## src/rtl/rtdd_pkg.sv

```systemverilog
// ----------------------------------------------------------------------------
// rtdd_pkg
// Shared constants, codes and width helpers for the two-axis rotor drive.
// ----------------------------------------------------------------------------
package rtdd_pkg;

  localparam int ADC_BITS_DEFAULT = 10;

  // scaling to hundredths of a degree: sample * SCALE_NUM / divisor
  localparam int SCALE_NUM = 10000;
  localparam int AZ_DIV    = 227;
  localparam int EL_DIV    = 568;

  // guard bits of the reciprocal; 2**RECIP_GUARD must exceed EL_DIV and AZ_DIV
  localparam int RECIP_GUARD = 10;

  localparam int TARGET_W   = 16;
  localparam int DEADBAND_W = 16;
  localparam int OFFSET_W   = 14;
  localparam int AZ_POS_W   = 17;
  localparam int EL_POS_W   = 15;
  localparam int U16_MAX    = 65535;

  localparam logic [TARGET_W-1:0]   MAX_AZ_REQ     = 16'd45000;
  localparam logic [TARGET_W-1:0]   MAX_EL_REQ     = 16'd18000;
  localparam logic [DEADBAND_W-1:0] DEADBAND_RESET = 16'd100;

  localparam int APB_ADDR_W = 3;
  localparam int APB_DATA_W = 32;

  typedef enum logic [1:0] {
    CMD_TICK  = 2'd0,
    CMD_WRITE = 2'd1
  } cmd_t;

  typedef enum logic {
    REG_DEADBAND  = 1'b0,
    REG_AZ_OFFSET = 1'b1
  } reg_idx_t;

  // bits needed for the largest scaled azimuth before the offset:
  // smallest w with max_sample * SCALE_NUM < AZ_DIV * 2^w
  function automatic int az_q_width(int adc_bits);
    longint m;
    int     w;
    m = ((longint'(1) << adc_bits) - 1) * longint'(SCALE_NUM);
    w = 0;
    while ((longint'(AZ_DIV) << w) <= m) w++;
    return w;
  endfunction

  // bits needed for the largest scaled elevation
  function automatic int el_q_width(int adc_bits);
    longint m;
    int     w;
    m = ((longint'(1) << adc_bits) - 1) * longint'(SCALE_NUM);
    w = 0;
    while ((longint'(EL_DIV) << w) <= m) w++;
    return w;
  endfunction

endpackage

```

## src/rtl/rtdd_regs.sv

```systemverilog
// ----------------------------------------------------------------------------
// rtdd_regs
// APB register file: deadband and azimuth zero offset.
// ----------------------------------------------------------------------------
module rtdd_regs import rtdd_pkg::*; (
  input  logic                        clk,
  input  logic                        rst,
  input  logic                        psel,
  input  logic                        penable,
  input  logic                        pwrite,
  input  logic [APB_ADDR_W-1:0]       paddr,
  input  logic [APB_DATA_W-1:0]       pwdata,
  output logic [APB_DATA_W-1:0]       prdata,
  output logic                        pready,
  output logic [DEADBAND_W-1:0]       deadband,
  output logic signed [OFFSET_W-1:0]  azimuth_zero_offset
);

  reg_idx_t sel;
  logic     wr;

  // word decode: byte lanes within a register are ignored
  assign sel    = reg_idx_t'(paddr[2]);
  assign wr     = psel && penable && pwrite;
  assign pready = 1'b1;

  always_ff @(posedge clk) begin
    if (rst) begin
      deadband            <= DEADBAND_RESET;
      azimuth_zero_offset <= '0;
    end else if (wr) begin
      unique case (sel)
        REG_DEADBAND:  deadband            <= pwdata[DEADBAND_W-1:0];
        REG_AZ_OFFSET: azimuth_zero_offset <= pwdata[OFFSET_W-1:0];
        default:       ;
      endcase
    end
  end

  always_comb begin
    unique case (sel)
      REG_DEADBAND:  prdata = APB_DATA_W'(deadband);
      REG_AZ_OFFSET: prdata = APB_DATA_W'(azimuth_zero_offset);
      default:       prdata = '0;
    endcase
  end

endmodule

```

## config.mk

```make
export PLATFORM = sky130hd
export DESIGN_NAME = rtdd_regs
export DESIGN_NICKNAME = d
export VERILOG_FILES = /design/src/rtl/rtdd_pkg.sv /design/src/rtl/rtdd_regs.sv
export SDC_FILE = /design/constraint.sdc
export NUM_CORES = 1
export LEC_CHECK = 0
export BUFFER_PORTS_ARGS = -buffer_cell sky130_fd_sc_hd__buf_2
export CAP_MARGIN = 30
export CELL_PAD_IN_SITES_DETAIL_PLACEMENT = 2
export CELL_PAD_IN_SITES_GLOBAL_PLACEMENT = 2
export CORE_ASPECT_RATIO = 1.4
export CORE_MARGIN = 1.5
export CORE_UTILIZATION = 23
export CTS_CLUSTER_SIZE = 10
export DETAILED_ROUTE_END_ITERATION = 10
export PLACE_DENSITY_LB_ADDON = 0.1
export SETUP_SLACK_MARGIN = 0.15
export SLEW_MARGIN = 10
export SYNTH_ARGS = -nofsm -noshare
export SYNTH_HDL_FRONTEND = slang
export SYNTH_SLANG_ARGS = --single-unit
export TNS_END_PERCENT = 100
```

## constraint.sdc

```tcl
create_clock -name clk -period 1.1 [get_ports clk]
set_input_delay 0.11 -clock clk [delete_from_list [all_inputs] [get_ports clk]]
set_output_delay 0.11 -clock clk [all_outputs]
set_load 0.02 [all_outputs]
```

# --- Yosys cells after proc, flatten, opt, wreduce, memory -nomap -nowiden ---
# Cells that the tools add are included.
totals:
  reg_bits: 30
  inputBits: 40
  output_inout_bits: 63
  wordCells: 8
classes:
  mux: 1
  n_bitwise: 1
  n_reduce_logical: 4
op_table:
  columns: ["operator", "count"]
  rows:
  - ["one-hot mux 32 bit (2 select lines)", 1]
  - ["AND reduction 2 bit", 2]
  - ["logical AND 1 bit", 2]
  - ["NOT 1 bit", 1]

# --- Depth between registers and ports, before layout ---
# Gate-level depths: netlist of run 1.
depth:
  depth_word: 3
  mapped_depth: 5
  depth_no_buf: 2

# --- Worst setup path after synthesis of run 1 ---
# OpenSTA, ideal clock, no wires.
synth_path:
  path_kind: "register to output"
  startpoint: "register azimuth_zero_offset[13]"
  endpoint: "output prdata[17]"
  arrival_ns: 1.156
  required_ns: 0.990
  setup_slack_ns: -0.166
  path_stages_with_launch: 4
  path_buffers: 1
  path_cell_list: "dfxtp_1 > nand2_1 > inv_1 > buf_4"
synth_between:
  elab_chain_cells: 1
synth_lines:
  columns: ["item", "line", "text"]
  rows:
  - ["from (decl)", "rtdd_regs.sv:16", "output logic signed [OFFSET_W-1:0] azimuth_zero_offset"]
  - ["from (signal assigned)", "rtdd_regs.sv:34", "REG_AZ_OFFSET: azimuth_zero_offset <= pwdata[OFFSET_W-1:0];"]
  - ["one-hot mux 32 bit (2 select lines)", "rtdd_regs.sv:41", "unique case (sel)"]
  - ["to (decl)", "rtdd_regs.sv:13", "output logic [APB_DATA_W-1:0] prdata,"]
# Every way passes these cells.

# --- Final worst setup path of run 1 ---
layout_path:
  startpoint: "register azimuth_zero_offset[13]"
  endpoint: "output prdata[19]"
# The elaborated chain is that of the path after synthesis.

==> results of run 1 <==
per-layer routing:
layer | track usage, % | vias to the layer above | wire length [um]
met4 | 4.986 | 0 | 64
li1 | - | 714 | -
met3 | 2.564 | 6 | 224
met5 | 0 | - | 0
met2 | 26.85 | 54 | 3047
met1 | 14.83 | 732 | 1926
what timing repair did:
| item | CTS | global route |
|---|---|---|
| pin swaps | 1 | 1 |
| gates cloned | 1 | 0 |
| buffers inserted | 26 | 8 |
| endpoints found under the setup margin | 35 | 57 |
| resized for setup | 125 | 30 |
worst max-delay path by stage:
| stage | start | to | slack (ns) | depth (start not counted) |
|---|---|---|---|---|
| floorplan | azimuth_zero_offset[13]$_SDFFE_PP0P_ | prdata[17] | -0.07 | 3 |
| global placement | paddr[2] | prdata[2] | 0.05 | 4 |
| detailed placement | rst | deadband[13]$_SDFFE_PP0P_ | -0.04 | 3 |
| CTS | azimuth_zero_offset[13]$_SDFFE_PP0P_ | prdata[19] | -0.09 | 3 |
| global route | azimuth_zero_offset[13]$_SDFFE_PP0P_ | prdata[31] | -0.14 | 3 |
| finish | azimuth_zero_offset[13]$_SDFFE_PP0P_ | prdata[19] | -0.07 | 3 |
worst max-delay path, delay by kind of cell (launching register included):
kind	cells	cell delay (ns)
AND/OR/NAND/NOR	1	0.08
flip-flops	1	0.36
buffers and inverters	2	0.35
power by group:
part | internal, W | switching (W) | total, W | leakage (nW)
Combinational | 0.000243 | 0.000218 | 0.000461 | 1.03
Clock | 0.000505 | 0.000424 | 0.000928 | 0.0482
Sequential | 0.00111 | 0.0000176 | 0.00113 | 0.255
stage by stage:
step	total power (W)	hold slack, ns	std cells	utilization (%)	worst slack, ns
global route	0.002663	0.1076	360	40.87	-0.1408
floorplan	0.001391	0.2653	161	-	-0.06545
detailed placement	0.001494	0.3910	317	29.25	-0.03686
global placement	0.001480	0.3817	317	29.25	0.05134
finish	0.002519	0.09093	360	40.87	-0.07391
CTS	0.002546	0.07793	352	38.47	-0.09146
cells by family (layout without fill, tap and decap cells):
group | after synthesis | count (layout) | share of synthesized area, %
other cells | 1 | 1 | 0.2314
flops | 30 | 30 | 37.07
mux | 43 | 43 | 27.57
simple gates | 54 | 54 | 21.16
compound gates | 3 | 3 | 0.9264
buf+inv | 30 | 134 | 13.05
layout by cell type (no fill, tap or decap):
cell type and instances:
and4_2 1, and4b_1 1, buf_12 1, buf_2 38, buf_4 12, buf_6 70
clkbuf_1 1, clkbuf_8 6, clkinv_2 1, clkinvlp_4 2, conb_1 1, dfxtp_2 29
dfxtp_4 1, inv_1 3, mux2_2 8, mux2_4 5, mux2i_1 30, nand2_8 1
nand2b_1 43, nand4_2 1, nand4b_2 1, nor2_1 6, o21ai_0 1, o21ai_2 2
final cells by class:
| cell class | count | area (um2) |
|---|---|---|
| repair buffers | 121 | 1089 |
| clock inverters | 1 | 5.005 |
| multi-input cells | 101 | 850.8 |
| fillers | 729 | 4075 |
| flip-flops and latches | 30 | 640.6 |
| clock buffers | 7 | 86.33 |
| well taps | 95 | 118.9 |
| repair inverters | 1 | 7.507 |
| inverters | 4 | 18.77 |
flip-flops by register name (all words and copies together), names as in the netlist:
register             flops
azimuth_zero_offset     14
deadband                16
==> impl_metrics.csv, run 1 <==
group,metric,value,unit
sta,post-route-worst-setup-slack,-0.07391,ns
routing,dr.pass1.iters,4,
critical_path,worst_ep_required_time,0.99,ns
routing,detailedRoute.firstIterationViolations,30,
synth,synth_async_sr_flop_share,0,%
clock_tree,postCtsHoldBufs,0,
routing,drt-total-wl,5263,um
critical_path,cp_max_fo,8,
sta,setup_tns,-1.297,ns
synth,netlist_top_cells_count,"43 x nand2b_1, 30 x dfxtp_1, 30 x mux2i_1",
sta,fin_max_slew_vios,0,
global_route,grt_first_pass_wirelength,8107,um
synth,post_synth_edffs,0,
global_route,antenna_violations_before_repair,0,
routing,final_antenna_net_count,0,
run,max_capacitance_violation_count,0,
routing,route.detailed.drc,0,
global_route,grtUsageTotal,14.03,%
routing,viasPerCell,4.183,
global_route,grt_pass1_vias,1668,
synth,netlist.area_leader.share,37.07,%
synth,synth.ff_latch_count,30,
sta,fin_skew,0,ns
synth,netlist_top_cells_area,"dfxtp_1 37%, mux2i_1 19%, nand2b_1 17%",
synth,synth.cell_area,1620,um2
critical_path,cp_cell_sequence,"nand2_8, clkinvlp_4, buf_2",
synth,count_of_mapped_cells_out_of_synthesis,161,
placed_design,gp_routability_congestion,0.7049,
finish,finish.net_count,304,
critical_path,worst_setup_path_end_kind,"output pin",
clock_tree,htree_levels,2,
finish,fraction_of_final_layout_cells_with_drive_strength_greater_than_1,67.55,%
critical_path,reg2reg_setup_slack,0.20,ns
sta,worst_slew_pin_slew,0.6791,ns
routing,routed-via-count,1506,
worst_hold_path,holdCritPathClass,"in2reg",
synth,synth.yosys.seq_area_share,37.07,%
global_route,largest_net_degree_at_the_start_of_global_routing,50,
clock_tree,clk-insertion-delay-late,0.27,ns
global_route,grt_overflow_total,0,
synth,synthDominantAreaCellType,"dfxtp_1",
synth,postSynth.topFlopCell,"dfxtp_1",
synth,synth.lib_cells_used.distinct,17,
clock_tree,total_cts_buffers,5,
die,core_region_area,6892,um2
critical_path,worst_r2r_startpoint,"deadband[11]$_SDFFE_PP0P_",
clock_tree,cts_sinks,30,
clock_tree,cts_tree,"done",
placed_design,post_dp_cell_area,2016,um2
placed_design,place_hpwl,3431,um
critical_path,critPathSlowestCell,"dfxtp_4",
critical_path,critical_path.reg2reg.endpoint,"deadband[11]$_SDFFE_PP0P_",
critical_path,r2r_cells,5,
synth,syn_area_per_cell,10.06,um2
status,run_status,"finished, violations left",
sta,setup_viol,31,
synth,postSynthNetCount,201,
finish,antenna_cells,0,
clock_tree,clockRootBuffer,"clkbuf_8",
sta,fin_crit_sh,106.7,%
die,overall_die_height,102.3,um
finish,syn2layout_area_growth,73.82,%
critical_path,cp.arrival,1.06,ns
die,initial_utilization,23.51,%
die,floorplan.io_pins,103,
sta,grt_setup_unrepaired,"true",
critical_path,path_class,"reg2out",
sta,fmaxAchievable,851.9,MHz
worst_hold_path,worst_hold_path.endpoint,"azimuth_zero_offset[2]$_SDFFE_PP0P_",
worst_hold_path,worstHoldPathCells,3,
sta,hold_violations,0,
synth,synth-warning-count,0,
critical_path,worst_setup_path_start_kind,"flop",
power_and_ir_drop,worst_voltage_drop_across_the_vdd_grid,0.4725,mV
sta,maxSlewHeadroom,54.72,%
status,violations,"setup timing",
die,die_area,7564,um2
power_and_ir_drop,power.density_cell_area,894.5,nW/um2
worst_hold_path,worst_hold_path_startpoint,"pwdata[2]",
synth,yosysMostFrequentCell,"nand2b_1",
sta,timing.final.crit_period,1.174,ns
routing,drt-wirelength-per-cell,14.62,um
die,std_cell_rows,36,
clock_tree,cts.reportedPaths.clkPinSlew,0.07,ns
die,die_width,73.94,um
finish,design_area,2816,um2
placed_design,buffer_ports.inserted,83,
power_and_ir_drop,cellLeakagePower,1.335,nW
clock_tree,clk_path_buf_depth,2,
critical_path,max_incr_delay_on_cp,0.36,ns
No activity file was read; power rests on OpenSTA's default activity.
==> run 2, diff against run 1 <==
Settings changed: ABC_CLOCK_PERIOD_IN_PS set to 1100, CORE_MARGIN 1.5 to 2.
==> impl_metrics.csv, run 2 (same netlist as run 1, synthesis figures left out) <==
group,metric,value,unit
status,run_status,"finished, violations left",
status,violations,"setup timing",
sta,timing.final.crit_period,1.165,ns
sta,maxSlewHeadroom,56.63,%
finish,finish.net_count,306,
clock_tree,cts_tree,"done",
die,overall_die_height,103.3,um
power_and_ir_drop,power_frac_seq,45.9,%
routing,detailedRoute.firstIterationViolations,25,
sta,post-route-worst-setup-slack,-0.06494,ns
worst_hold_path,worst_hold_path.endpoint,"deadband[15]$_SDFFE_PP0P_",
critical_path,worst_ep_required_time,0.99,ns
sta,fmaxAchievable,858.4,MHz
sta,fin_max_slew_vios,0,
finish,antenna_cells,0,
critical_path,critical_path.reg2reg.endpoint,"azimuth_zero_offset[9]$_SDFFE_PP0P_",
critical_path,worst_setup_path_end_kind,"output pin",
clock_tree,total_cts_buffers,5,
sta,hold_violations,0,
placed_design,worst_slack_after_detailed_placement,-0.04014,ns
global_route,antenna_violations_before_repair,0,
clock_tree,cts.reportedPaths.clkPinSlew,0.07,ns
critical_path,worst_setup_path_start_kind,"flop",
routing,dr.pass1.iters,4,
global_route,largest_net_degree_at_the_start_of_global_routing,50,
die,core_region_area,6892,um2
clock_tree,postCtsHoldBufs,0,
sta,grt_setup_unrepaired,"true",
power_and_ir_drop,power.internal,0.001818,W
die,std_cell_rows,36,
clock_tree,clockRootBuffer,"clkbuf_8",
placed_design,place_hpwl,3577,um
power_and_ir_drop,pwr-share-comb,19.6,%
critical_path,worst_r2r_startpoint,"azimuth_zero_offset[9]$_SDFFE_PP0P_",
finish,leading_cell_type_in_the_layout_fill_and_taps_excluded,"buf_6",
finish,biggest_regs,"deadband x16, azimuth_zero_offset x14",
critical_path,critPathLaunch,"azimuth_zero_offset[13]$_SDFFE_PP0P_",
global_route,grt_pass1_vias,1580,
clock_tree,htree_levels,2,
placed_design,buffer_ports.inserted,83,
routing,routed-via-count,1523,
critical_path,reg2reg_setup_slack,0.18,ns
critical_path,cp.arrival,1.05,ns
finish,regMostFlops,"deadband",
power_and_ir_drop,power.density_cell_area,864.0,nW/um2
run,max_capacitance_violation_count,0,
power_and_ir_drop,power.switching_fraction,26.22,%
clock_tree,cts_sinks,30,
finish,max_ffs_per_register,16,
placed_design,gp_routability_congestion,0.6802,
worst_hold_path,holdCritPathClass,"in2reg",
global_route,grt_first_pass_wirelength,8128,um
worst_hold_path,worstHoldPathCells,3,
routing,final_antenna_net_count,0,
routing,drt-wirelength-per-cell,15.35,um
critical_path,path_class,"reg2out",
worst_hold_path,worst_hold_path_startpoint,"pwdata[15]",
placed_design,place_inst,318,
clock_tree,clk-insertion-delay-late,0.28,ns
global_route,grt_overflow_total,0,
routing,drt-total-wl,5555,um
finish,stdcell_count,362,
finish,fraction_of_final_layout_cells_with_drive_strength_greater_than_1,65.92,%
clock_tree,clk_path_buf_depth,2,
power_and_ir_drop,worst_voltage_drop_across_the_vdd_grid,0.5749,mV
power_and_ir_drop,switchingPower,0.0006463,W
die,floorplan.io_pins,103,
finish,syn2layout_area_growth,76.06,%
power_and_ir_drop,design_power_total,0.002465,W
global_route,grtUsageTotal,14.10,%
routing,viasPerCell,4.207,
power_and_ir_drop,cellLeakagePower,1.353,nW
sta,fin_skew,0,ns
critical_path,cp_max_fo,8,
critical_path,r2r_cells,5,
die,initial_utilization,23.51,%
routing,route.detailed.drc,0,
finish,layout_common_cells,"68 x buf_6, 43 x nand2b_1, 37 x buf_2",
power_and_ir_drop,clock_power_share,34.5,%
die,die_area,7742,um2
die,die_width,74.94,um
sta,worst_slew_pin_slew,0.6505,ns
sta,fin_crit_sh,105.9,%
sta,setup_viol,29,
run 2: cell types whose count changed in the layout (fill, tap and decap cells not counted), moves of 2 or more:
cell      before  now
mux2_2         8    3
mux2_4         5   10
buf_12         1    3
buf_4         12   14
buf_6         70   68
clkbuf_1       1    3
dfxtp_1        0    2
dfxtp_2       29   27
run 2: stage by stage:
| stage | util, % | setup TNS, ns | instance area (um2) | hold slack (ns) |
|---|---|---|---|---|
| after global placement | 29.72 | 0 | 2048 | 0.3751 |
| after CTS | 38.63 | -1.461 | 2663 | 0.08335 |
| after global routing | 41.39 | -2.658 | 2853 | 0.1020 |
| final | 41.39 | -1.098 | 2853 | 0.09244 |
| after floorplan | - | -0.9817 | 1712 | 0.2653 |
| after detailed placement | 29.72 | -0.3053 | 2048 | 0.3894 |
run 2: worst max-delay path: stages, from the launching register on:
cell and delay [ns]:
dfxtp_4 0.36, nand2_8 0.08, clkinvlp_4 0.14, buf_2 0.19
run 2: layout make-up:
type,count,area (um2)
clock buffers,8,80.08
fillers,751,4039
inverters,4,18.77
multi-input cells,101,865.8
flip-flops and latches,30,638.1
well taps,95,118.9
repair buffers,123,1124
repair inverters,1,7.507
run 2: metal layers:
layer / routed length, um / global-route usage (%) / share of wire (%) / vias to the layer above
met5: 0 / 0 / 0 / -
li1: - / - / - / 720
met4: 44 / 4.121 / 0.79 / 0
met3: 377 / 3.779 / 6.8 / 4
met1: 1996 / 15.13 / 36 / 740
met2: 3136 / 26.38 / 56 / 59
run 2: worst max path at each step:
stage,cells after the start,slack [ns],endpoint
after floorplan,3,-0.07,prdata[17]
after global placement,4,0.02,prdata[0]
after detailed placement,3,-0.04,azimuth_zero_offset[9]$_SDFFE_PP0P_
after CTS,3,-0.08,prdata[28]
after global routing,3,-0.12,prdata[20]
final,3,-0.06,prdata[27]
run 2: timing repair:
| action | in CTS | in global routing |
|---|---|---|
| hold endpoints to repair | 0 | 0 |
| gates cloned | 1 | 0 |
| resized for setup | 122 | 34 |
| pin swaps | 1 | 0 |
| endpoints found under the setup margin | 35 | 58 |
| buffers inserted | 25 | 10 |
run 2: power by group through the flow:
stage	Sequential [W]	Combinational, W	Clock [W]
after floorplan	0.00118	0.000213	0
after global placement	0.00115	0.000342	0
after detailed placement	0.00115	0.000357	0
after CTS	0.00113	0.000457	0.000899
after global routing	0.00113	0.000519	0.000939
final	0.00113	0.000482	0.000851
