===== config.mk =====
export PLATFORM = sky130hd
export DESIGN_NAME = rtdd_scale_flat
export DESIGN_NICKNAME = d
export VERILOG_FILES = /design/src/rtl/rtdd_pkg.sv /design/src/rtl/rtdd_if.sv /design/src/rtl/rtdd_scale.sv /design/src/flat_wrapper.sv
export SDC_FILE = /design/constraint.sdc
export NUM_CORES = 1
export LEC_CHECK = 0
export BUFFER_PORTS_ARGS = -buffer_cell sky130_fd_sc_hd__buf_2
export CELL_PAD_IN_SITES_DETAIL_PLACEMENT = 0
export CELL_PAD_IN_SITES_GLOBAL_PLACEMENT = 2
export CORE_MARGIN = 3
export CORE_UTILIZATION = 23
export CTS_CLUSTER_DIAMETER = 30
export DETAILED_ROUTE_END_ITERATION = 8
export PLACE_DENSITY_LB_ADDON = 0.1
export REMOVE_ABC_BUFFERS = 1
export SYNTH_ARGS = -nofsm -noshare
export SYNTH_HDL_FRONTEND = slang
export SYNTH_SLANG_ARGS = --single-unit

===== constraint.sdc =====
create_clock -name clk -period 7.3 [get_ports clk]
set_input_delay 0.73 -clock clk [delete_from_list [all_inputs] [get_ports clk]]
set_output_delay 0.73 -clock clk [all_outputs]
set_load 0.02 [all_outputs]

===== src/rtl/rtdd_pkg.sv =====
// ----------------------------------------------------------------------------
// rtdd_pkg
// Shared constants, codes and width helpers for the two-axis rotor drive.
// ----------------------------------------------------------------------------
package rtdd_pkg;

  localparam int ADC_BITS_DEFAULT = 10;

  // scaling to hundredths of a degree: sample * SCALE_NUM / divisor
  localparam int SCALE_NUM = 10000;
  localparam int AZ_DIV    = 227;
  localparam int EL_DIV    = 568;

  // guard bits of the reciprocal; 2**RECIP_GUARD must exceed EL_DIV and AZ_DIV
  localparam int RECIP_GUARD = 10;

  localparam int TARGET_W   = 16;
  localparam int DEADBAND_W = 16;
  localparam int OFFSET_W   = 14;
  localparam int AZ_POS_W   = 17;
  localparam int EL_POS_W   = 15;
  localparam int U16_MAX    = 65535;

  localparam logic [TARGET_W-1:0]   MAX_AZ_REQ     = 16'd45000;
  localparam logic [TARGET_W-1:0]   MAX_EL_REQ     = 16'd18000;
  localparam logic [DEADBAND_W-1:0] DEADBAND_RESET = 16'd100;

  localparam int APB_ADDR_W = 3;
  localparam int APB_DATA_W = 32;

  typedef enum logic [1:0] {
    CMD_TICK  = 2'd0,
    CMD_WRITE = 2'd1
  } cmd_t;

  typedef enum logic {
    REG_DEADBAND  = 1'b0,
    REG_AZ_OFFSET = 1'b1
  } reg_idx_t;

  // bits needed for the largest scaled azimuth before the offset:
  // smallest w with max_sample * SCALE_NUM < AZ_DIV * 2^w
  function automatic int az_q_width(int adc_bits);
    longint m;
    int     w;
    m = ((longint'(1) << adc_bits) - 1) * longint'(SCALE_NUM);
    w = 0;
    while ((longint'(AZ_DIV) << w) <= m) w++;
    return w;
  endfunction

  // bits needed for the largest scaled elevation
  function automatic int el_q_width(int adc_bits);
    longint m;
    int     w;
    m = ((longint'(1) << adc_bits) - 1) * longint'(SCALE_NUM);
    w = 0;
    while ((longint'(EL_DIV) << w) <= m) w++;
    return w;
  endfunction

endpackage


===== src/rtl/rtdd_if.sv =====
// ----------------------------------------------------------------------------
// rtdd_if
// Valid/ready channels of the rotor drive: request items and result items.
// ----------------------------------------------------------------------------
interface rtdd_req_if import rtdd_pkg::*; #(
  parameter int ADC_BITS = ADC_BITS_DEFAULT
);
  logic                  valid;
  logic                  ready;
  logic [1:0]            cmd;
  logic [ADC_BITS-1:0]   azimuth_sample;
  logic [ADC_BITS-1:0]   elevation_sample;
  logic [TARGET_W-1:0]   azimuth_request;
  logic [TARGET_W-1:0]   elevation_request;

  modport source (
    output valid, cmd, azimuth_sample, elevation_sample, azimuth_request,
           elevation_request,
    input  ready
  );
  modport sink (
    input  valid, cmd, azimuth_sample, elevation_sample, azimuth_request,
           elevation_request,
    output ready
  );
endinterface



===== src/rtl/rtdd_scale.sv =====
// ----------------------------------------------------------------------------
// rtdd_scale
// Input register and scaling stage: converter counts to hundredths of a degree.
// ----------------------------------------------------------------------------
module rtdd_scale import rtdd_pkg::*; #(
  parameter int ADC_BITS = ADC_BITS_DEFAULT,
  localparam int AZ_QW = az_q_width(ADC_BITS),
  localparam int EL_QW = el_q_width(ADC_BITS)
) (
  input  logic                 clk,
  input  logic                 rst,
  rtdd_req_if.sink             req,
  output logic                 sc_valid,
  input  logic                 sc_ready,
  output logic [1:0]           sc_cmd,
  output logic [AZ_QW-1:0]     sc_az_q,
  output logic [EL_QW-1:0]     sc_el_q,
  output logic [TARGET_W-1:0]  sc_az_req,
  output logic [TARGET_W-1:0]  sc_el_req
);

  // floor(s * 10000 / d) == (s * ceil(2^K * 10000 / d)) >> K for all s < 2^ADC_BITS
  localparam int K  = ADC_BITS + RECIP_GUARD;
  localparam int MW = K + 6;
  localparam int PW = ADC_BITS + MW;
  localparam longint AZ_MUL_L =
    ((longint'(1) << K) * longint'(SCALE_NUM) + longint'(AZ_DIV) - 1) / longint'(AZ_DIV);
  localparam longint EL_MUL_L =
    ((longint'(1) << K) * longint'(SCALE_NUM) + longint'(EL_DIV) - 1) / longint'(EL_DIV);
  localparam logic [MW-1:0] AZ_MUL = MW'(AZ_MUL_L);
  localparam logic [MW-1:0] EL_MUL = MW'(EL_MUL_L);

  logic                 in_valid;
  logic [1:0]           in_cmd;
  logic [ADC_BITS-1:0]  in_az_s;
  logic [ADC_BITS-1:0]  in_el_s;
  logic [TARGET_W-1:0]  in_az_req;
  logic [TARGET_W-1:0]  in_el_req;
  logic                 sc_free;
  logic [PW-1:0]        az_prod;
  logic [PW-1:0]        el_prod;

  assign sc_free   = !sc_valid || sc_ready;
  assign req.ready = !in_valid || sc_free;

  assign az_prod = PW'(in_az_s) * PW'(AZ_MUL);
  assign el_prod = PW'(in_el_s) * PW'(EL_MUL);

  always_ff @(posedge clk) begin
    if (rst) begin
      in_valid <= 1'b0;
      sc_valid <= 1'b0;
    end else begin
      if (req.ready) begin
        in_valid <= req.valid;
      end
      if (sc_free) begin
        sc_valid <= in_valid;
      end
    end
  end

  always_ff @(posedge clk) begin
    if (req.ready && req.valid) begin
      in_cmd    <= req.cmd;
      in_az_s   <= req.azimuth_sample;
      in_el_s   <= req.elevation_sample;
      in_az_req <= req.azimuth_request;
      in_el_req <= req.elevation_request;
    end
    if (sc_free && in_valid) begin
      sc_cmd    <= in_cmd;
      sc_az_q   <= az_prod[K +: AZ_QW];
      sc_el_q   <= el_prod[K +: EL_QW];
      sc_az_req <= in_az_req;
      sc_el_req <= in_el_req;
    end
  end

endmodule


===== src/flat_wrapper.sv =====
// flat-port wrapper written by rule: the top's interface ports become plain ports
module rtdd_scale_flat import rtdd_pkg::*;
#(
  parameter int ADC_BITS = ADC_BITS_DEFAULT,
  localparam int AZ_QW = az_q_width(ADC_BITS),
  localparam int EL_QW = el_q_width(ADC_BITS)
)
  (clk, rst, sc_valid, sc_ready, sc_cmd, sc_az_q, sc_el_q, sc_az_req, sc_el_req, req_valid, req_cmd, req_azimuth_sample, req_elevation_sample, req_azimuth_request, req_elevation_request, req_ready);
  rtdd_req_if #(.ADC_BITS(ADC_BITS)) req_i ();
  input  logic clk;
  input  logic rst;
  output logic sc_valid;
  input  logic sc_ready;
  output logic [1:0] sc_cmd;
  output logic [AZ_QW-1:0] sc_az_q;
  output logic [EL_QW-1:0] sc_el_q;
  output logic [TARGET_W-1:0] sc_az_req;
  output logic [TARGET_W-1:0] sc_el_req;
  input wire logic [$bits(req_i.valid)-1:0] req_valid;
  input wire logic [$bits(req_i.cmd)-1:0] req_cmd;
  input wire logic [$bits(req_i.azimuth_sample)-1:0] req_azimuth_sample;
  input wire logic [$bits(req_i.elevation_sample)-1:0] req_elevation_sample;
  input wire logic [$bits(req_i.azimuth_request)-1:0] req_azimuth_request;
  input wire logic [$bits(req_i.elevation_request)-1:0] req_elevation_request;
  output wire logic [$bits(req_i.ready)-1:0] req_ready;
  assign req_i.valid = req_valid;
  assign req_i.cmd = req_cmd;
  assign req_i.azimuth_sample = req_azimuth_sample;
  assign req_i.elevation_sample = req_elevation_sample;
  assign req_i.azimuth_request = req_azimuth_request;
  assign req_i.elevation_request = req_elevation_request;
  assign req_ready = req_i.ready;
  rtdd_scale #(.ADC_BITS(ADC_BITS)) u_core (.clk(clk), .rst(rst), .req(req_i), .sc_valid(sc_valid), .sc_ready(sc_ready), .sc_cmd(sc_cmd), .sc_az_q(sc_az_q), .sc_el_q(sc_el_q), .sc_az_req(sc_az_req), .sc_el_req(sc_el_req));
endmodule

Word level (Yosys, flattened, before mapping)
Index checks and enable logic that the tools add are counted.

Register bits after elaboration: 121. Word-level logic and storage cells: 20.

$mul: 2. Reduce and logical (&&, ||, !) cells: 6.

Operators with widths (number): $mul A10 B24 Y34 const B (1); $mul A10 B23 Y33 const B (1); $logic_and A1 B1 Y1 (2); $logic_not A1 Y1 (2); $logic_or A1 B1 Y1 (2).

Logic depth before layout (Yosys ltp)
Gate-level depths: netlist (run 1).

Depth in word-level cells: 4. Gate-level depth with buffers: 17.

Worst setup path after synthesis (run 1)
Ideal clock, no wire load.

Path kind: reg-to-reg. Start: register u_core.in_el_s[2]. End: register u_core.sc_el_q[9] (data pin). Setup time: 0.261 ns. Arrival time: 4.251 ns. Required time: 7.039 ns. Path slack: 2.788 ns. Stages on the path, launching flop included: 17. Buffers on the path: 0. Period minus slack after synthesis: 4.512 ns. Path through: edfxtp_1 > inv_1 > ha_1 > inv_1 > fa_1 > fa_1 > inv_1 > fa_1 > inv_1 > ha_1 > ha_1 > a21o_1 > a21o_1 > a21oi_1 > nand2_1 > o311a_1 > o311a_1.

Longest elaborated chain between the ends: 1.

Ends and longest elaborated chain: start: declaration (line rtdd_scale.sv:36) `logic [ADC_BITS-1:0] in_el_s;`; start signal: assignment (line rtdd_scale.sv:67) `in_el_s <= req.elevation_sample;`; $mul A10 B24 Y34 (line rtdd_scale.sv:47) `assign el_prod = PW'(in_el_s) * PW'(EL_MUL);`; net u_core.el_prod[29] (line rtdd_scale.sv:41) `logic [PW-1:0] el_prod;`; end signal: assignment (line rtdd_scale.sv:74) `sc_el_q <= el_prod[K +: EL_QW];`; end: declaration (line rtdd_scale.sv:17) `output logic [EL_QW-1:0] sc_el_q,`.

The timed path passes the listed nets, and every way through them passes these cells. A chain may end at the register's enable or synchronous reset.

Worst setup path after layout (run 1)
Start: register u_core.in_el_s[7]. End: register u_core.sc_el_q[9] (data pin).

The elaborated chain is that of the path after synthesis.

==> impl_results.md, run 1 <==
- Status: finished, final reports clean
- Rel. slew slack: 0.480
- Final hold vios: 0
- Via count: 6973
- Final Cycle Share: 0.732
- Worst reg2reg setup slack: 1960 ps
- Leakage: 5.82 nW
- Commonest cells after routing, fill and taps aside: 192 x ha_1, 190 x inv_1, 124 x buf_2, 119 x edfxtp_1, 88 x fa_1
- Antenna violations before repair: 1
- Sum Neg Setup Slack: 0 ps
- Fin cells: 1644
- Final setup viols: 0
- Req. time, crit path: 7500 ps
- Root Buffer: clkbuf_16
- Post-CTS Setup Bufs: 0
- Met2 Usage GRT: 0.175
- DRC: 0
- Critical Path AT: 5540 ps
- Seq/Total Area, Yosys: 0.347
- CTS Buf Count: 17
- Worst Skew: 15.1 ps
- Layout cell share with drive strength beyond 1: 0.160
- # rows: 77
- Dpl hpwl: 24100 µm
- GPL Wtd Cong: 0.759
- GRT met1 Usage: 0.188
- Slew Viols, Final: 0
- DR WL/cell: 17.7 µm
- Predominant post-synthesis flop cell: edfxtp_1
- IO Pins: 125
- Area leader, netlist: edfxtp_1
- Reg-to-reg startpoint: u_core.in_el_s[7]
- GRT Max-Usage Layer: met1
- Chip Width: 219 µm
- Pwr Total: 4.40 mW
- Yosys cell types: 62
- Drt pass-1 iters: 4
- Iter 0 DRT Violations: 241
- Reg2reg path depth: 13
- # nets final: 1377
- DRT antenna net count: 0
- Fin util: 0.278
- Worst-Skew Late Latency: 460 ps
- Worst slew pin tran: 779 ps
- Synth Warn #: 0
- First-pass GRT wire length: 44400 µm
- Ant diodes: 0
- CTS clock-pin slew for the worst setup and hold paths: 60 ps
- Clk sinks: 121
- H-tree depth: 4
- Clock Path Buffers: 2
- Post-synth EDFFs: 119
- Commonest non-fill, non-tap cell in the layout: ha_1
- Post-synthesis register bit count: 121
- Hold WC Path Type: flip-flop to flip-flop
- Cells after DPL: 1612
- Synth-to-layout area growth: 18.6%
- Worst hold path depth: 0
- Largest net degree at the start of global routing: 55
- Die height: 219 µm
- Largest cells by area after synthesis: edfxtp_1 34%, ha_1 23%, fa_1 17%, inv_1 6.8%, a21oi_1 2.4%
- Place WS: 2010 ps
- RSZ-0062 raised after global routing: false
- Hold buffers post-CTS: 0
- Worst Setup Slack, final: 1960 ps
- Die area: 0.0479 mm²
- Crit path max fanout: 7
- DR vias/cell: 4.24
- Critical path startpoint category: flip-flop
- Starting density of the core: 0.234
- Power per Cell Area: 356 mW/mm²
- FF-to-FF End: u_core.sc_el_q[9]
- Synth async-reset ratio: 0
- Synth top area share: 0.343
- Routing usage on met3: 0.0258
- Minimum clock period: 5340 ps
- Core box area: 0.0445 mm²
- Crit. End Element: flip-flop
- Post-Syn Instances: 909
- Post-synthesis area per instance: 11.5 µm²
- Grt ovf: 0
- Detailed Route WL: 29100 µm
- VDD IR max: 0.174 mV
- Number of port buffers: 124
- Post_cts resized: 0
- Worst Hold Launch: u_core.in_el_req[1]
- TritonCTS clock tree: done
- CP Class: flip-flop to flip-flop
- Hold path endpoint: u_core.sc_el_req[1]
- Fmax: 0.187 GHz
- GRT Overall Usage: 0.126
- Max-cap viol count: 0
- Cell Area, Synth: 0.0104 mm²
- Vias in the first global route: 7381
power breakdown:
part / leakage (nW) / switching [mW] / internal, mW / total (mW)
registers: 1.15 / 0.0349 / 0.925 / 0.960
clock network: 0.296 / 0.350 / 0.571 / 0.922
logic: 4.38 / 1.56 / 0.963 / 2.52
sequential cells by signal, summed over array words and instances (netlist names), 2 cells and up:
register	flops
u_core.sc_el_q	15
u_core.in_az_s	10
u_core.in_el_s	10
u_core.in_el_req	16
u_core.in_cmd	2
u_core.in_az_req	16
u_core.sc_cmd	2
u_core.sc_az_q	16
u_core.sc_az_req	16
u_core.sc_el_req	16
cell families after synthesis:
| logic type | after synthesis | synth area share |
|---|---|---|
| xor+xnor | 26 | 0.0218 |
| fa+ha+maj | 280 | 0.400 |
| simple gates | 120 | 0.0573 |
| buf+inv | 205 | 0.0749 |
| flops | 121 | 0.347 |
| compound gates | 155 | 0.0976 |
| mux | 2 | 0.00216 |
worst max-delay path, cell delays in order, from the launching register on:
cell and delay, ps:
edfxtp_1 550, fa_1 590, inv_1 50, fa_1 490, inv_1 60, fa_1 520, fa_1 520, ha_1 320
ha_1 360, a21oi_1 380, o2111ai_1 300, a21boi_1 390, o21ai_1 180, o311a_1 380
cell type report:
type / count / area, µm²
inverters: 190 / 713
clock buffers: 18 / 429
repair buffers: 126 / 636
clock inverters: 14 / 195
well taps: 592 / 741
multi-input cells: 583 / 6040
flip-flops and latches: 121 / 3610
fillers: 4720 / 32100
cells in the mapped netlist, drive strengths merged (11+ instances only):
cell type and instances:
ha 192, clkbuf 11, fa 88, edfxtp 119, a21o 13, inv 190, a21oi 50, nand4 13
o21ai 24, xnor2 20, nor2 26, a31oi 11, nand2 35
metrics by stage:
stage / cell area (µm²) / hold WS (ps)
after global routing: 12400 / 408
after detailed placement: 11700 / 405
final: 12400 / 417
after CTS: 12400 / 378
after floorplan: 10400 / 400
after global placement: 11700 / 401
worst max-delay path by stage:
stage / from / endpoint / slack (ps) / cells past startpoint
final: u_core.in_el_s[7] / u_core.sc_el_q[9] / 1960 / 13
after global routing: u_core.in_el_s[2] / u_core.sc_el_q[13] / 1790 / 16
after CTS: u_core.in_el_s[7] / u_core.sc_el_q[12] / 1980 / 14
after detailed placement: u_core.in_el_s[7] / u_core.sc_el_q[12] / 2010 / 14
after global placement: u_core.in_el_s[7] / u_core.sc_el_q[13] / 1920 / 14
after floorplan: u_core.in_el_s[2] / u_core.sc_el_q[9] / 2790 / 16
metal layers:
metal	share of wire	wire length [µm]
met1	0.53	15400
met2	0.41	11800
met3	0.040	1160
met4	0.023	675
met5	0.00024	7
(Power assumes the default switching activity.)
==> run 2: changes to the inputs <==
- clock period: 7.3 -> 4.9 ns (I/O delays scaled with it)
==> run 2 against run 1 <==
Effect of this change:
- via count grew 1.4%
- critical endpoint unchanged
- final cell count grew 4.7%
- clock skew increased by 8.3 ps
==> impl_results.md, run 2 (synthesis gave the netlist of run 1 again) <==
- Status: finished, final reports clean
- Starting density of the core: 0.234 (unchanged)
- Final Cycle Share: 0.962 (+0.230)
- DRC: 0 (unchanged)
- DR vias/cell: 4.11 (-3.1%)
- Drt pass-1 iters: 5 (+1)
- Largest net degree at the start of global routing: 55 (unchanged)
- CP max stage delay: 510 ps (-80 ps)
- Sw Ratio: 0.428 (-0.0134)
- P_int: 4.01 mW (+63%)
- Vias in the first global route: 7421 (+0.54%)
- Iter 0 DRT Violations: 336 (+39%)
- Slowest cell on crit path: fa_1
- Chip Width: 219 µm (unchanged)
- Worst Skew: 23.4 ps (+8.34 ps)
- Max-cap viol count: 0 (unchanged)
- Critical path startpoint category: flip-flop
- Synth-to-layout area growth: 25.1%
- DRT antenna net count: 0 (unchanged)
- Detailed Route WL: 29600 µm (+1.6%)
- Hold WC Path Type: input port to flip-flop
- Die height: 219 µm (unchanged)
- Commonest cells after routing, fill and taps aside: 190 x inv_1, 186 x ha_1, 124 x buf_2, 119 x edfxtp_1, 87 x fa_1
- Fin cells: 1721 (+4.7%)
- Commonest non-fill, non-tap cell in the layout: inv_1
- Fill cells: 4716 (-0.085%)
- Reg2reg path depth: 14 (+1)
- # nets final: 1453 (+5.5%)
- Minimum clock period: 4710 ps (-631 ps)
- DR WL/cell: 17.2 µm (-2.9%)
- Worst Setup Slack, final: 187 ps (-1770 ps)
- FF-to-FF End: u_core.sc_el_q[9]
- Worst reg2reg setup slack: 190 ps (-1770 ps)
- Fin util: 0.293 (+0.0150)
- IO Pins: 125 (unchanged)
- # rows: 77 (unchanged)
- Final hold vios: 0 (unchanged)
- H-tree depth: 4 (unchanged)
- Crit path top cell by count: fa_1
- Power per Cell Area: 539 mW/mm² (+51%)
- Reg-to-reg startpoint: u_core.in_el_s[8]
- Worst slew pin tran: 797 ps (+17.4 ps)
- Combinational share of power: 0.617 (+0.044)
- Sum Neg Setup Slack: 0 ps (unchanged)
- GRT Max-Usage Layer: met1
- Number of port buffers: 124 (unchanged)
- Routing usage on met3: 0.0260 (+0.000277)
- Fmax: 0.212 GHz (+13%)
- Cells after DPL: 1676 (+4.0%)
- CTS Buf Count: 17 (unchanged)
- CTS clock-pin slew for the worst setup and hold paths: 70 ps (about the same)
- Critical path, cell by cell: buf_4 > fa_1 > inv_1 > fa_1 > inv_1 > fa_1 > fa_1 > ha_1 > ha_4 > a21oi_2 > o2111ai_1 > a21boi_1 > o21ai_1 > o311a_1
- Place WS: -59.8 ps (-2070 ps)
- Final setup viols: 0 (unchanged)
- Worst-Skew Late Latency: 470 ps (about the same)
- Critical Path AT: 4910 ps (-630 ps)
- Grt ovf: 0 (unchanged)
- TritonCTS clock tree: done
- Dpl hpwl: 24900 µm (+3.4%)
- Met2 Usage GRT: 0.179 (+0.00397)
- Via count: 7074 (+1.4%)
- Sequential Power Share: 0.202 (-0.016)
- GRT Overall Usage: 0.127 (+0.00162)
- CP Class: flip-flop to flip-flop
- Clk sinks: 121 (unchanged)
- Pwr Total: 7.02 mW (+59%)
- Crit. End Element: flip-flop
- Hold path endpoint: u_core.in_el_s[0]
- Worst Hold Launch: req_elevation_sample[0]
- Switching power: 3.01 mW (+55%)
- GPL Wtd Cong: 0.788 (+3.7%)
- Core box area: 0.0445 mm² (unchanged)
- Worst hold path depth: 1 (+1)
- First-pass GRT wire length: 44900 µm (+1.1%)
- Worst Path Buf+Inv: 3 (+1)
- Req. time, crit path: 5100 ps (-2400 ps)
- Layout cell share with drive strength beyond 1: 0.234 (+0.0743)
- Leakage: 6.17 nW (+6.0%)
- Slew Viols, Final: 0 (unchanged)
- Root Buffer: clkbuf_16
- Rel. slew slack: 0.469 (-0.0116)
- VDD IR max: 0.255 mV (+46%)
- Clock power frac: 0.181 (-0.028)
- Crit path max fanout: 4 (-3)
- Delay-heaviest family, CP: adder cells
- GRT met1 Usage: 0.191 (+0.00277)
- Clock Path Buffers: 2 (unchanged)
- Area occupied by multi-input gates: 0.00619 mm² (+2.5%)
- Die area: 0.0479 mm² (unchanged)
- Antenna violations before repair: 0 (-1)
- Storage cell area: 0.00361 mm² (unchanged)
run 2: changes by cell type in the layout (fill, tap and decap cells not counted), sizes merged:
cell,delta
clkinvlp,+1
bufinv,-2
clkbuf,+6
diode,+1
buf,+76
clkinv,-3
inv,-2
run 2: worst max-delay path by stage:
stage / startpoint / end / slack, ps / cells after the start
floorplan: u_core.in_el_s[2] / u_core.sc_el_q[9] / 390 / 16
global placement: u_core.in_el_s[9] / u_core.sc_el_q[9] / -50 / 17
detailed placement: u_core.in_el_s[9] / u_core.sc_el_q[9] / -60 / 17
CTS: u_core.in_el_s[7] / u_core.sc_el_q[8] / 30 / 15
global route: u_core.in_el_s[8] / u_core.sc_el_q[12] / -20 / 16
finish: u_core.in_el_s[8] / u_core.sc_el_q[9] / 190 / 14
run 2: power groups by stage:
stage | logic, mW | registers, mW | clock network (mW)
after floorplan | 2.51 | 1.57 | 0
after global placement | 4.18 | 1.44 | 0
after detailed placement | 4.12 | 1.44 | 0
after CTS | 4.17 | 1.42 | 1.33
after global routing | 4.90 | 1.43 | 1.38
final | 4.33 | 1.42 | 1.27
run 2: layout make-up:
| cell class | instances | share of cell area |
|---|---|---|
| sequential | 121 | 0.277 |
| multi-input combinational | 583 | 0.475 |
| tap | 592 | 0.0568 |
| antenna | 1 | 0.000192 |
| clock buffer | 24 | 0.0362 |
| clock inverter | 8 | 0.00749 |
| inverter | 190 | 0.0547 |
| timing repair buffer | 202 | 0.0925 |
run 2: what timing repair did:
action / CTS / global route
gates resized for setup: 1 / 26
setup endpoints to repair: 2 / 17
pin swaps: 0 / 5
setup buffers: 2 / 10
hold buffers: 0 / 0
run 2: per-layer routing:
metal  part of all wire  vias up  routed length, µm
met5                  0        -                  0
met1               0.54     3324              15900
li1                   -     3572                  -
met2               0.41      146              12000
met3              0.038       32               1130
met4              0.018        0                532
run 2: per-stage QoR:
stage               hold slack (ps)  instance area, µm²
floorplan                       400               10400
global placement                400               12200
detailed placement              405               12200
CTS                             147               12800
global route                    166               13000
finish                          195               13000
